$ cat config.mk
export PLATFORM = sky130hd
export DESIGN_NAME = gdb_packet_stream_filter
export DESIGN_NICKNAME = d
export VERILOG_FILES = /design/src/rtl/gpsf_pkg.sv /design/src/rtl/gpsf_store.sv /design/src/rtl/gdb_packet_stream_filter.sv
export SDC_FILE = /design/constraint.sdc
export NUM_CORES = 1
export LEC_CHECK = 0
export BUFFER_PORTS_ARGS = -buffer_cell sky130_fd_sc_hd__clkbuf_2
export CORE_UTILIZATION = 55
export CTS_CLUSTER_SIZE = 28
export DETAILED_ROUTE_END_ITERATION = 8
export HOLD_SLACK_MARGIN = 0.08
export PLACE_DENSITY = 0.71
export SYNTH_ARGS = -nofsm -noshare
export SYNTH_HDL_FRONTEND = slang
export SYNTH_SLANG_ARGS = --single-unit
$ cat constraint.sdc
create_clock -name clk -period 4.06 [get_ports clk]
set_input_delay 0.609 -clock clk [delete_from_list [all_inputs] [get_ports clk]]
set_output_delay 0.609 -clock clk [all_outputs]
set_load 0.01 [all_outputs]
$ cat src/rtl/gpsf_pkg.sv
// ----------------------------------------------------------------------------
// gpsf_pkg
// Shared types and constants for the packet stream filter: marker characters,
// filter modes and sequencer states.
// ----------------------------------------------------------------------------
`default_nettype none

package gpsf_pkg;

  // default capacity of the capture store in bytes
  localparam int PACKET_MAX_DEF = 32;

  // protocol marker characters
  localparam logic [7:0] CH_PLUS   = 8'h2B;
  localparam logic [7:0] CH_DOLLAR = 8'h24;
  localparam logic [7:0] CH_HASH   = 8'h23;

  // filter mode: pass, packet data, first and second checksum character
  typedef enum logic [1:0] {
    MODE_PASS,
    MODE_DATA,
    MODE_CK1,
    MODE_CK2
  } filt_mode_t;

  // output sequencer
  typedef enum logic [1:0] {
    ST_IDLE,
    ST_REPLAY,
    ST_TAIL
  } seq_state_t;

endpackage

`default_nettype wire

$ cat src/rtl/gpsf_store.sv
// ----------------------------------------------------------------------------
// gpsf_store
// Capture store: one write port and one read port with registered read data.
// ----------------------------------------------------------------------------
`default_nettype none

module gpsf_store #(
  parameter int DEPTH = gpsf_pkg::PACKET_MAX_DEF,
  localparam int AW = $clog2(DEPTH)
) (
  input  wire logic          clk,
  input  wire logic          wr_en,
  input  wire logic [AW-1:0] wr_addr,
  input  wire logic [7:0]    wr_data,
  input  wire logic          rd_en,
  input  wire logic [AW-1:0] rd_addr,
  output logic      [7:0]    rd_data_r
);

  logic [7:0] mem [DEPTH];

  // write port
  always_ff @(posedge clk) begin
    if (wr_en) begin
      mem[wr_addr] <= wr_data;
    end
  end

  // registered read port
  always_ff @(posedge clk) begin
    if (rd_en) begin
      rd_data_r <= mem[rd_addr];
    end
  end

endmodule

`default_nettype wire

$ cat src/rtl/gdb_packet_stream_filter.sv
// ----------------------------------------------------------------------------
// gdb_packet_stream_filter
// Strips remote debug packets of the form '+$data#xx' from a console byte
// stream. Captured bytes go to a store and are replayed if the packet breaks.
// ----------------------------------------------------------------------------
//
//   channel   direction  handshake               payload
//   in_       input      in_valid / in_ready     in_data_byte[7:0]
//   out_      output     out_valid / out_ready   out_out_byte[7:0], out_last
//
// Unless the output stalls, a byte that gives zero or one output word is taken
// every cycle, and a replay of N stored bytes streams one word per cycle from
// the store's single read port, holding the input until it ends. A byte that
// gives two words (held '+' then another byte) holds the input for the second.
// rst_n is synchronous and active low; the store needs no clearing.
// out_ready low stalls the output register and with it the input.
// ----------------------------------------------------------------------------
`default_nettype none

module gdb_packet_stream_filter #(
  parameter int PACKET_MAX = gpsf_pkg::PACKET_MAX_DEF
) (
  input  wire logic       clk,
  input  wire logic       rst_n,
  input  wire logic       in_valid,
  output logic            in_ready,
  input  wire logic [7:0] in_data_byte,
  output logic            out_valid,
  input  wire logic       out_ready,
  output logic      [7:0] out_out_byte,
  output logic            out_last
);

  import gpsf_pkg::*;

  localparam int AW    = $clog2(PACKET_MAX);
  localparam int CNT_W = $clog2(PACKET_MAX + 1);

  // control registers
  seq_state_t       state_r, state_nxt;
  filt_mode_t       mode_r, mode_nxt;
  logic             plus_r, plus_nxt;
  logic [CNT_W-1:0] count_r, count_nxt;
  logic [CNT_W-1:0] rep_len_r, rep_len_nxt;
  logic [CNT_W-1:0] rd_idx_r, rd_idx_nxt;
  logic             rd_vld_r, rd_vld_nxt;
  logic             rd_last_r, rd_last_nxt;
  logic             tail_pend_r, tail_pend_nxt;
  logic [7:0]       tail0_r, tail0_nxt;
  logic             out_valid_r, out_valid_nxt;
  logic [7:0]       out_byte_r, out_byte_nxt;
  logic             out_last_r, out_last_nxt;

  // per-byte decode
  logic             rep;
  logic [CNT_W-1:0] rep_len;
  logic [1:0]       n_tail;
  logic [7:0]       t0, t1;
  logic             out_free;

  // store ports
  logic             wr_en;
  logic [AW-1:0]    wr_addr;
  logic             rd_en;
  logic [7:0]       rd_data;

  // only an accepted byte is written
  gpsf_store #(
    .DEPTH (PACKET_MAX)
  ) u_store (
    .clk       (clk),
    .wr_en     (wr_en && in_valid && in_ready),
    .wr_addr   (wr_addr),
    .wr_data   (in_data_byte),
    .rd_en     (rd_en),
    .rd_addr   (rd_idx_r[AW-1:0]),
    .rd_data_r (rd_data)
  );

  assign out_free     = !out_valid_r || out_ready;
  assign in_ready     = (state_r == ST_IDLE) && out_free;
  assign out_valid    = out_valid_r;
  assign out_out_byte = out_byte_r;
  assign out_last     = out_last_r;

  // decode of one input byte against mode and held '+'
  always_comb begin
    rep       = 1'b0;
    rep_len   = count_r;
    n_tail    = 2'd0;
    t0        = in_data_byte;
    t1        = in_data_byte;
    mode_nxt  = mode_r;
    plus_nxt  = plus_r;
    count_nxt = count_r;
    wr_en     = 1'b0;
    wr_addr   = count_r[AW-1:0];
    if (mode_r != MODE_PASS && count_r == CNT_W'(PACKET_MAX)) begin
      // store full: replay, then treat the byte as in pass mode with nothing held
      rep       = 1'b1;
      mode_nxt  = MODE_PASS;
      count_nxt = '0;
      if (in_data_byte == CH_PLUS) begin
        plus_nxt = 1'b1;
      end else begin
        plus_nxt = 1'b0;
        n_tail   = 2'd1;
      end
    end else begin
      case (mode_r)
        MODE_PASS: begin
          if (!plus_r) begin
            if (in_data_byte == CH_PLUS) begin
              plus_nxt = 1'b1;
            end else begin
              n_tail = 2'd1;
            end
          end else if (in_data_byte == CH_DOLLAR) begin
            // packet start: drop the '+', store the '$'
            plus_nxt  = 1'b0;
            wr_en     = 1'b1;
            wr_addr   = '0;
            count_nxt = CNT_W'(1);
            mode_nxt  = MODE_DATA;
          end else if (in_data_byte == CH_PLUS) begin
            n_tail = 2'd1;
            t0     = CH_PLUS;
          end else begin
            plus_nxt = 1'b0;
            n_tail   = 2'd2;
            t0       = CH_PLUS;
          end
        end
        MODE_DATA: begin
          wr_en     = 1'b1;
          count_nxt = count_r + CNT_W'(1);
          if (in_data_byte == CH_HASH) begin
            mode_nxt = MODE_CK1;
          end else if (in_data_byte == CH_DOLLAR) begin
            // broken packet: replay everything including this '$'
            rep       = 1'b1;
            rep_len   = count_r + CNT_W'(1);
            mode_nxt  = MODE_PASS;
            count_nxt = '0;
            plus_nxt  = 1'b0;
          end
        end
        MODE_CK1: begin
          wr_en     = 1'b1;
          count_nxt = count_r + CNT_W'(1);
          mode_nxt  = MODE_CK2;
        end
        default: begin
          // second checksum char: packet complete, discard
          count_nxt = '0;
          mode_nxt  = MODE_PASS;
        end
      endcase
    end
  end

  // sequencer, replay read pipeline and output register
  always_comb begin
    state_nxt     = state_r;
    rep_len_nxt   = rep_len_r;
    rd_idx_nxt    = rd_idx_r;
    rd_vld_nxt    = rd_vld_r;
    rd_last_nxt   = rd_last_r;
    tail_pend_nxt = tail_pend_r;
    tail0_nxt     = tail0_r;
    rd_en         = 1'b0;
    out_valid_nxt = out_valid_r && !out_ready;
    out_byte_nxt  = out_byte_r;
    out_last_nxt  = out_last_r;
    case (state_r)
      ST_IDLE: begin
        if (in_valid && in_ready) begin
          if (rep) begin
            state_nxt     = ST_REPLAY;
            rep_len_nxt   = rep_len;
            rd_idx_nxt    = '0;
            rd_vld_nxt    = 1'b0;
            tail_pend_nxt = (n_tail != 2'd0);
            tail0_nxt     = t0;
          end else if (n_tail != 2'd0) begin
            out_valid_nxt = 1'b1;
            out_byte_nxt  = t0;
            out_last_nxt  = (n_tail == 2'd1);
            if (n_tail == 2'd2) begin
              state_nxt     = ST_TAIL;
              tail_pend_nxt = 1'b1;
              tail0_nxt     = t1;
            end
          end
        end
      end
      ST_REPLAY: begin
        // hand the fetched byte to the output register
        if (rd_vld_r && out_free) begin
          out_valid_nxt = 1'b1;
          out_byte_nxt  = rd_data;
          out_last_nxt  = rd_last_r && !tail_pend_r;
          rd_vld_nxt    = 1'b0;
        end
        // fetch the next byte when the read register is free or being drained
        if (rd_idx_r != rep_len_r && (!rd_vld_r || out_free)) begin
          rd_en       = 1'b1;
          rd_vld_nxt  = 1'b1;
          rd_last_nxt = (rd_idx_r == rep_len_r - CNT_W'(1));
          rd_idx_nxt  = rd_idx_r + CNT_W'(1);
        end
        if (rd_idx_r == rep_len_r && !rd_vld_r) begin
          state_nxt = tail_pend_r ? ST_TAIL : ST_IDLE;
        end
      end
      ST_TAIL: begin
        if (out_free) begin
          out_valid_nxt = 1'b1;
          out_byte_nxt  = tail0_r;
          out_last_nxt  = 1'b1;
          tail_pend_nxt = 1'b0;
          state_nxt     = ST_IDLE;
        end
      end
      default: begin
        state_nxt = ST_IDLE;
      end
    endcase
  end

  // filter state updates only on an accepted byte
  always_ff @(posedge clk) begin
    if (!rst_n) begin
      mode_r  <= MODE_PASS;
      plus_r  <= 1'b0;
      count_r <= '0;
    end else if (in_valid && in_ready) begin
      mode_r  <= mode_nxt;
      plus_r  <= plus_nxt;
      count_r <= count_nxt;
    end
  end

  // sequencer control
  always_ff @(posedge clk) begin
    if (!rst_n) begin
      state_r     <= ST_IDLE;
      rd_vld_r    <= 1'b0;
      tail_pend_r <= 1'b0;
      out_valid_r <= 1'b0;
      rd_idx_r    <= '0;
      rep_len_r   <= '0;
      rd_last_r   <= 1'b0;
    end else begin
      state_r     <= state_nxt;
      rd_vld_r    <= rd_vld_nxt;
      tail_pend_r <= tail_pend_nxt;
      out_valid_r <= out_valid_nxt;
      rd_idx_r    <= rd_idx_nxt;
      rep_len_r   <= rep_len_nxt;
      rd_last_r   <= rd_last_nxt;
    end
  end

  // payload registers
  always_ff @(posedge clk) begin
    tail0_r    <= tail0_nxt;
    out_byte_r <= out_byte_nxt;
    out_last_r <= out_last_nxt;
  end

endmodule

`default_nettype wire
# Word-level counts from Yosys, hierarchy flattened
# Memory sizes are Yosys's and may differ from the RTL's. A register that Yosys moved wholly into a read port is not among the register bits.
# Index checks and enable logic that the tools add are counted.
[classes]
add_sub_neg = 3
muxes = 92
n_eq_ne = 29
n_reduce_logical = 38
[op_table]
columns = ["operator", "count"]
rows = [
  ["$mux 8", 12],
  ["$mux 6", 12],
  ["$mux 1", 36],
  ["$mux 2", 17],
  ["$eq 8x6->1 const B", 3],
  ["$pmux 8 s3", 1],
  ["$mux 5", 4],
  ["$reduce_and 4->1", 5],
  ["$pmux 6 s3", 1],
  ["$ne 3x3->1 const B", 5],
  ["$add 6x1->6 const B", 2],
  ["$eq 6x6->1", 2],
  ["$ne 2x2->1 const B", 6],
  ["$pmux 2 s3", 2],
  ["$pmux 6 s2", 1],
  ["$reduce_bool 2->1", 6],
  ["$logic_and 1x1->1", 10],
  ["$reduce_and 5->1", 2],
  ["$pmux 1 s2", 4],
  ["$eq 2x1->1 const B", 3],
  ["$eq 2x2->1 const B", 3],
  ["$eq 6x6->1 const B", 1],
  ["$ne 3x2->1 const B", 2],
  ["$ne 6x6->1", 1],
  ["12 further kinds", 21],
]
[totals]
n_memories = 1
ramBits = 256
regBits = 44
input_bits = 12
output_inout_bits = 11
wordCells = 176
[mem_list]
columns = ["name", "depth", "word_bits", "read_ports", "rd_clocked_by_memory_dff", "wr", "line_no", "source"]
rows = [
  ["u_store.mem", 32, 8, 1, 1, 1, "gpsf_store.sv:20", "logic [7:0] mem [DEPTH];"],
]

# Depth between registers and ports, before layout
[depth]
word_depth = 12
ltp_mapped = 10
depth_no_buf = 7

# Modules after synthesis
# Synthesis repeated with hierarchy kept, for this count alone.
[hier_totals]
cells_unflattened = 767
area_unflattened_um2 = 13095.1
[by_module_without_submodules]
columns = ["mod", "area_each_um2", "cells_per_inst", "seq_area_each_um2", "n_inst"]
rows = [
  ["gpsf_store", 10133.5, 417, 7927.6, 1],
  ["gdb_packet_stream_filter", 2961.6, 350, 1051.0, 1],
]

# Worst setup path before layout
# OpenSTA, ideal clock, no wires.
[synth_path]
kind = "in2reg"
from = "input in_data_byte[4]"
to = "memory u_store.mem[12][0] (enable)"
path_stages = 6
setup_ns = 0.395
arrival_time_ns = 2.779
required_ns = 3.665
n_path_buf = 0
setup_slack_ns = 0.886
cell_sequence = "nor4b_4 -> nand2_2 -> ha_1 -> mux2i_1 -> nand4b_1 -> nor4_1"
[synth_between]
elab_chain_len = 9
word_cells_on_any_way = 13
cone_classes = "eq/ne: 1; mux: 10; reduce/logical: 2"
[synth_lines]
columns = ["item", "line_no", "source"]
rows = [
  ["start, declared", "gdb_packet_stream_filter.sv:27", "input wire logic [7:0] in_data_byte,"],
  ["$eq 8x6->1 *", "gdb_packet_stream_filter.sv:118", "end else if (in_data_byte == CH_DOLLAR) begin"],
  ["$mux 1", "gdb_packet_stream_filter.sv:118", ""],
  ["$mux 1", "gdb_packet_stream_filter.sv:112", "if (!plus_r) begin"],
  ["$pmux 1 s2", "gdb_packet_stream_filter.sv:110", "case (mode_r)"],
  ["$mux 1", "gdb_packet_stream_filter.sv:98", "if (mode_r != MODE_PASS && count_r == CNT_W'(PACKET_MAX)) begin"],
  ["$logic_and 1x1->1 (2 in a row)", "gdb_packet_stream_filter.sv:72", ".wr_en (wr_en && in_valid && in_ready),"],
  ["$mux 1", "gpsf_store.sv:24", "if (wr_en) begin"],
  ["$mux 1 (implied by the code)", "gpsf_store.sv:25", "mem[wr_addr] <= wr_data;"],
  ["end, declared", "gpsf_store.sv:20", ""],
]
# Every way passes the cells marked *; elsewhere a longest branch is shown, timed or not.

# Final worst setup path
[layout_path]
from = "register mode_r[1]"
to = "memory u_store.mem[1][2] (enable)"
[layout_between]
elab_chain_len = 8
word_cells_on_any_way = 14
cone_classes = "eq/ne: 2; mux: 6; reduce/logical: 6"
[layout_lines]
columns = ["item", "line_no", "source"]
rows = [
  ["start, declared", "gdb_packet_stream_filter.sv:41", "filt_mode_t mode_r, mode_nxt;"],
  ["start signal, assigned", "gdb_packet_stream_filter.sv:238", "mode_r <= mode_nxt;"],
  ["$eq 2x1->1 or $eq 2x2->1 (tied branches)", "gdb_packet_stream_filter.sv:110", ""],
  ["$reduce_or 2->1 (no source line)", "-", ""],
  ["$pmux 1 s2", "gdb_packet_stream_filter.sv:110", ""],
  ["$mux 1", "gdb_packet_stream_filter.sv:98", ""],
  ["$logic_and 1x1->1 (2 in a row)", "gdb_packet_stream_filter.sv:72", ""],
  ["$mux 1", "gpsf_store.sv:24", ""],
  ["$mux 1 (implied by the code)", "gpsf_store.sv:25", ""],
]
# Parallel ways exist; a longest one is shown, timed or not.

==> results.ini <==
[outcome]
status=finished clean

[sta]
finalClockSkew_ns=0.0114
hold_slack_ns=0.332
grt_setup_unrepaired=no
max_slew_margin_pct=19.3
post-route-period-util_pct=82.2
drv_slew=0
hold_viol=0
tightest_slew_ns=1.20
fin_tns_setup_ns=0
period_needed_ns=3.34
fmax_mhz=300
finalSetupViolCount=0

[power_and_ir_drop]
power.internal_uw=5070
sequentialPowerShare_pct=55.2
p_per_area_nw_per_um2=426
combPwrFrac_pct=1.7
leakage_uw=0.00468
swShare_pct=19.3
clkPwrFrac_pct=43.1
switching_power_uw=1210
vdd_drop_max_uv=384

[route]
drt_iter0_drc=815
wl_um=28900
wl_per_cell_um=24.5
ant_nets=0
drtPass1Iterations=5
drc=0
num_vias=7499
avgViaCountPerCell=6.35

[synth]
yosysUniqueCellTypes=65
synth_top_family_by_area=multiplexers
yosysMostFrequentCell=edfxtp_1
synthFlopType=edfxtp_1
synthSimpleGateAreaFrac_pct=7.55
synth_cells=790
synthesis.area_sq_um=13100
synth.yosys.seq_area_share_pct=68.3
synth_compound_area_share_pct=5.60
synth.area.mux_share_pct=14.2
synth.top_cells.by_count=edfxtp_1, mux4_2, nor2_1, nand2_1, clkbuf_1
synth-edff-count=281
syn_nets=816
async_reset_ff_share_pct=0
synth-seq-cells=308
avgSynthCellArea_sq_um=16.6
synth_xor_area_share_pct=0.800
yosysTopAreaCellShare_pct=64.2
synthAdderAreaFrac_pct=1.33
yosys_warnings=0
yosys-top-cells-area=edfxtp_1, mux4_2, dfxtp_1
synth_top_area_cell=edfxtp_1

[global_routing]
track_usage_pct=24.5
grt-ovfl-total=0
grt_antenna_before_repair=2
grt_max_degree=53
grt_pass1_wl_um=44300
grt_pass1_vias=7445

[placement]
port_buffers=22
dp_hpwl_um=19400
routabilityCongestion=0.890

[hold_path]
hold_path.class=in -> reg
worstHoldStart=in_valid
hold_depth=3
whs_endpoint=out_valid

[cells_and_area]
antenna_cells=0
num-nets-final=864
layout-drive-gt1-share_pct=23.7
syn_to_final_growth_pct=12.1

[critical_path]
worst-setup-path-type=reg -> reg
r2r_slack_ns=0.72
worstPathArrival_ns=3.52
r2r_cells=6
r2r-end=u_store.mem[1][2]
cp-end-kind=flop
worst_ep_required_time_ns=4.25
crit_path_max_fanout=10
start_kind=flop
timing.rr.start=mode_r[1]

[cts]
ctsRootBufferMaster=clkbuf_16
postCtsResizedCells=0
htreeDepth=1
hold_buffers=0
clk_path_buf_depth=3
cts.sinks=308
cts_made_buffers=31
post_cts_buffers=0
clkSlewWorstSetupHoldPaths_ns=0.06
clock_latency_ns=0.56
cts_tree=yes

[run]
maxCapViolations=0

[die]
row_count=56
core-area_sq_um=23500
num_io_pins=23
die_w_um=157
die_y_um=157
dieArea_sq_um=24500
initial_core_util_pct=56.0

-- through the flow --
stage	worst slack (ns)	area (sq um)	std cells	total power [uW]	utilization (%)
2_1_floorplan	0.886	13100	790	3570	-
3_3_place_gp	0.503	13800	1124	3630	58.7
3_5_place_dp	0.332	13800	1124	3640	58.7
4_1_cts	0.751	14700	1181	6320	62.8
5_1_grt	0.485	14700	1181	6450	62.8
6_report	0.724	14700	1181	6280	62.8
-- worst max path at each step --
stage | from | to | slack (ns) | cells after the start
finish | mode_r[1] | u_store.mem[1][2] | 0.72 | 6
global route | mode_r[0] | out_out_byte[0] | 0.48 | 7
CTS | mode_r[0] | out_out_byte[0] | 0.75 | 7
detailed placement | in_data_byte[4] | u_store.mem[28][0] | 0.33 | 7
global placement | in_data_byte[4] | u_store.mem[28][0] | 0.50 | 7
floorplan | in_data_byte[4] | u_store.mem[12][0] | 0.89 | 6
-- cells by family after synthesis --
logic type | Yosys count
buffers and inverters | 70
and+or+nand+nor | 193
AOI/OAI and AO/OA | 106
adders and majority gates | 14
muxes | 87
xor gates and xnor gates | 12
DFF | 308
-- cell type report --
class | instances | area, sq um
clock buffers | 38 | 802
clock inverters | 19 | 164
fillers | 1626 | 8740
inverters | 21 | 78.8
multi-input cells | 412 | 3880
flip-flops and latches | 308 | 8980
well taps | 319 | 399
repair buffers | 64 | 425
-- power groups by stage --
stage	combinational (uW)	clock, uW	sequential, uW
after floorplan	30.5	0	3530
after global placement	102	0	3530
after detailed placement	108	0	3530
after CTS	108	2750	3460
after global routing	117	2870	3460
final	107	2710	3460
-- per-layer routing --
layer / up-vias / share of wire, % / global-route usage (%) / wire length [um]
li1: 3261 / - / - / -
met1: 3823 / 41 / 34.3 / 11700
met2: 352 / 49 / 39.8 / 14200
met3: 59 / 7.4 / 4.24 / 2150
met4: 4 / 2.6 / 6.91 / 762
met5: - / 0.093 / 0 / 27
-- sequential cells by signal, summed over array words and instances, names as in the netlist, 2 cells and up --
name	flops
mode_r	2
rd_idx_r	6
tail0_r	8
state_r	2
out_out_byte	8
u_store.mem	256
rep_len_r	6
count_r	6
u_store.rd_data_r	8
-- layout by cell type (no fill, tap or decap), types with 14 or more instances in the layout --
master,instances
nand2_1,55
clkbuf_2,22
a21oi_1,23
clkbuf_16,31
ha_1,14
mux4_2,80
inv_1,19
o21ai_0,19
nor2_1,56
nand3_1,23
edfxtp_1,281
buf_4,42
dfxtp_1,25
-- critical path, cell delays in order (launching register included) --
cell and delay, ns:
dfxtp_1 0.35, inv_1 0.11, ha_1 0.35, and2_1 0.48
mux2i_1 0.21, or4_1 0.80, nor2_1 0.67
Power figures use the tool's default switching activity.
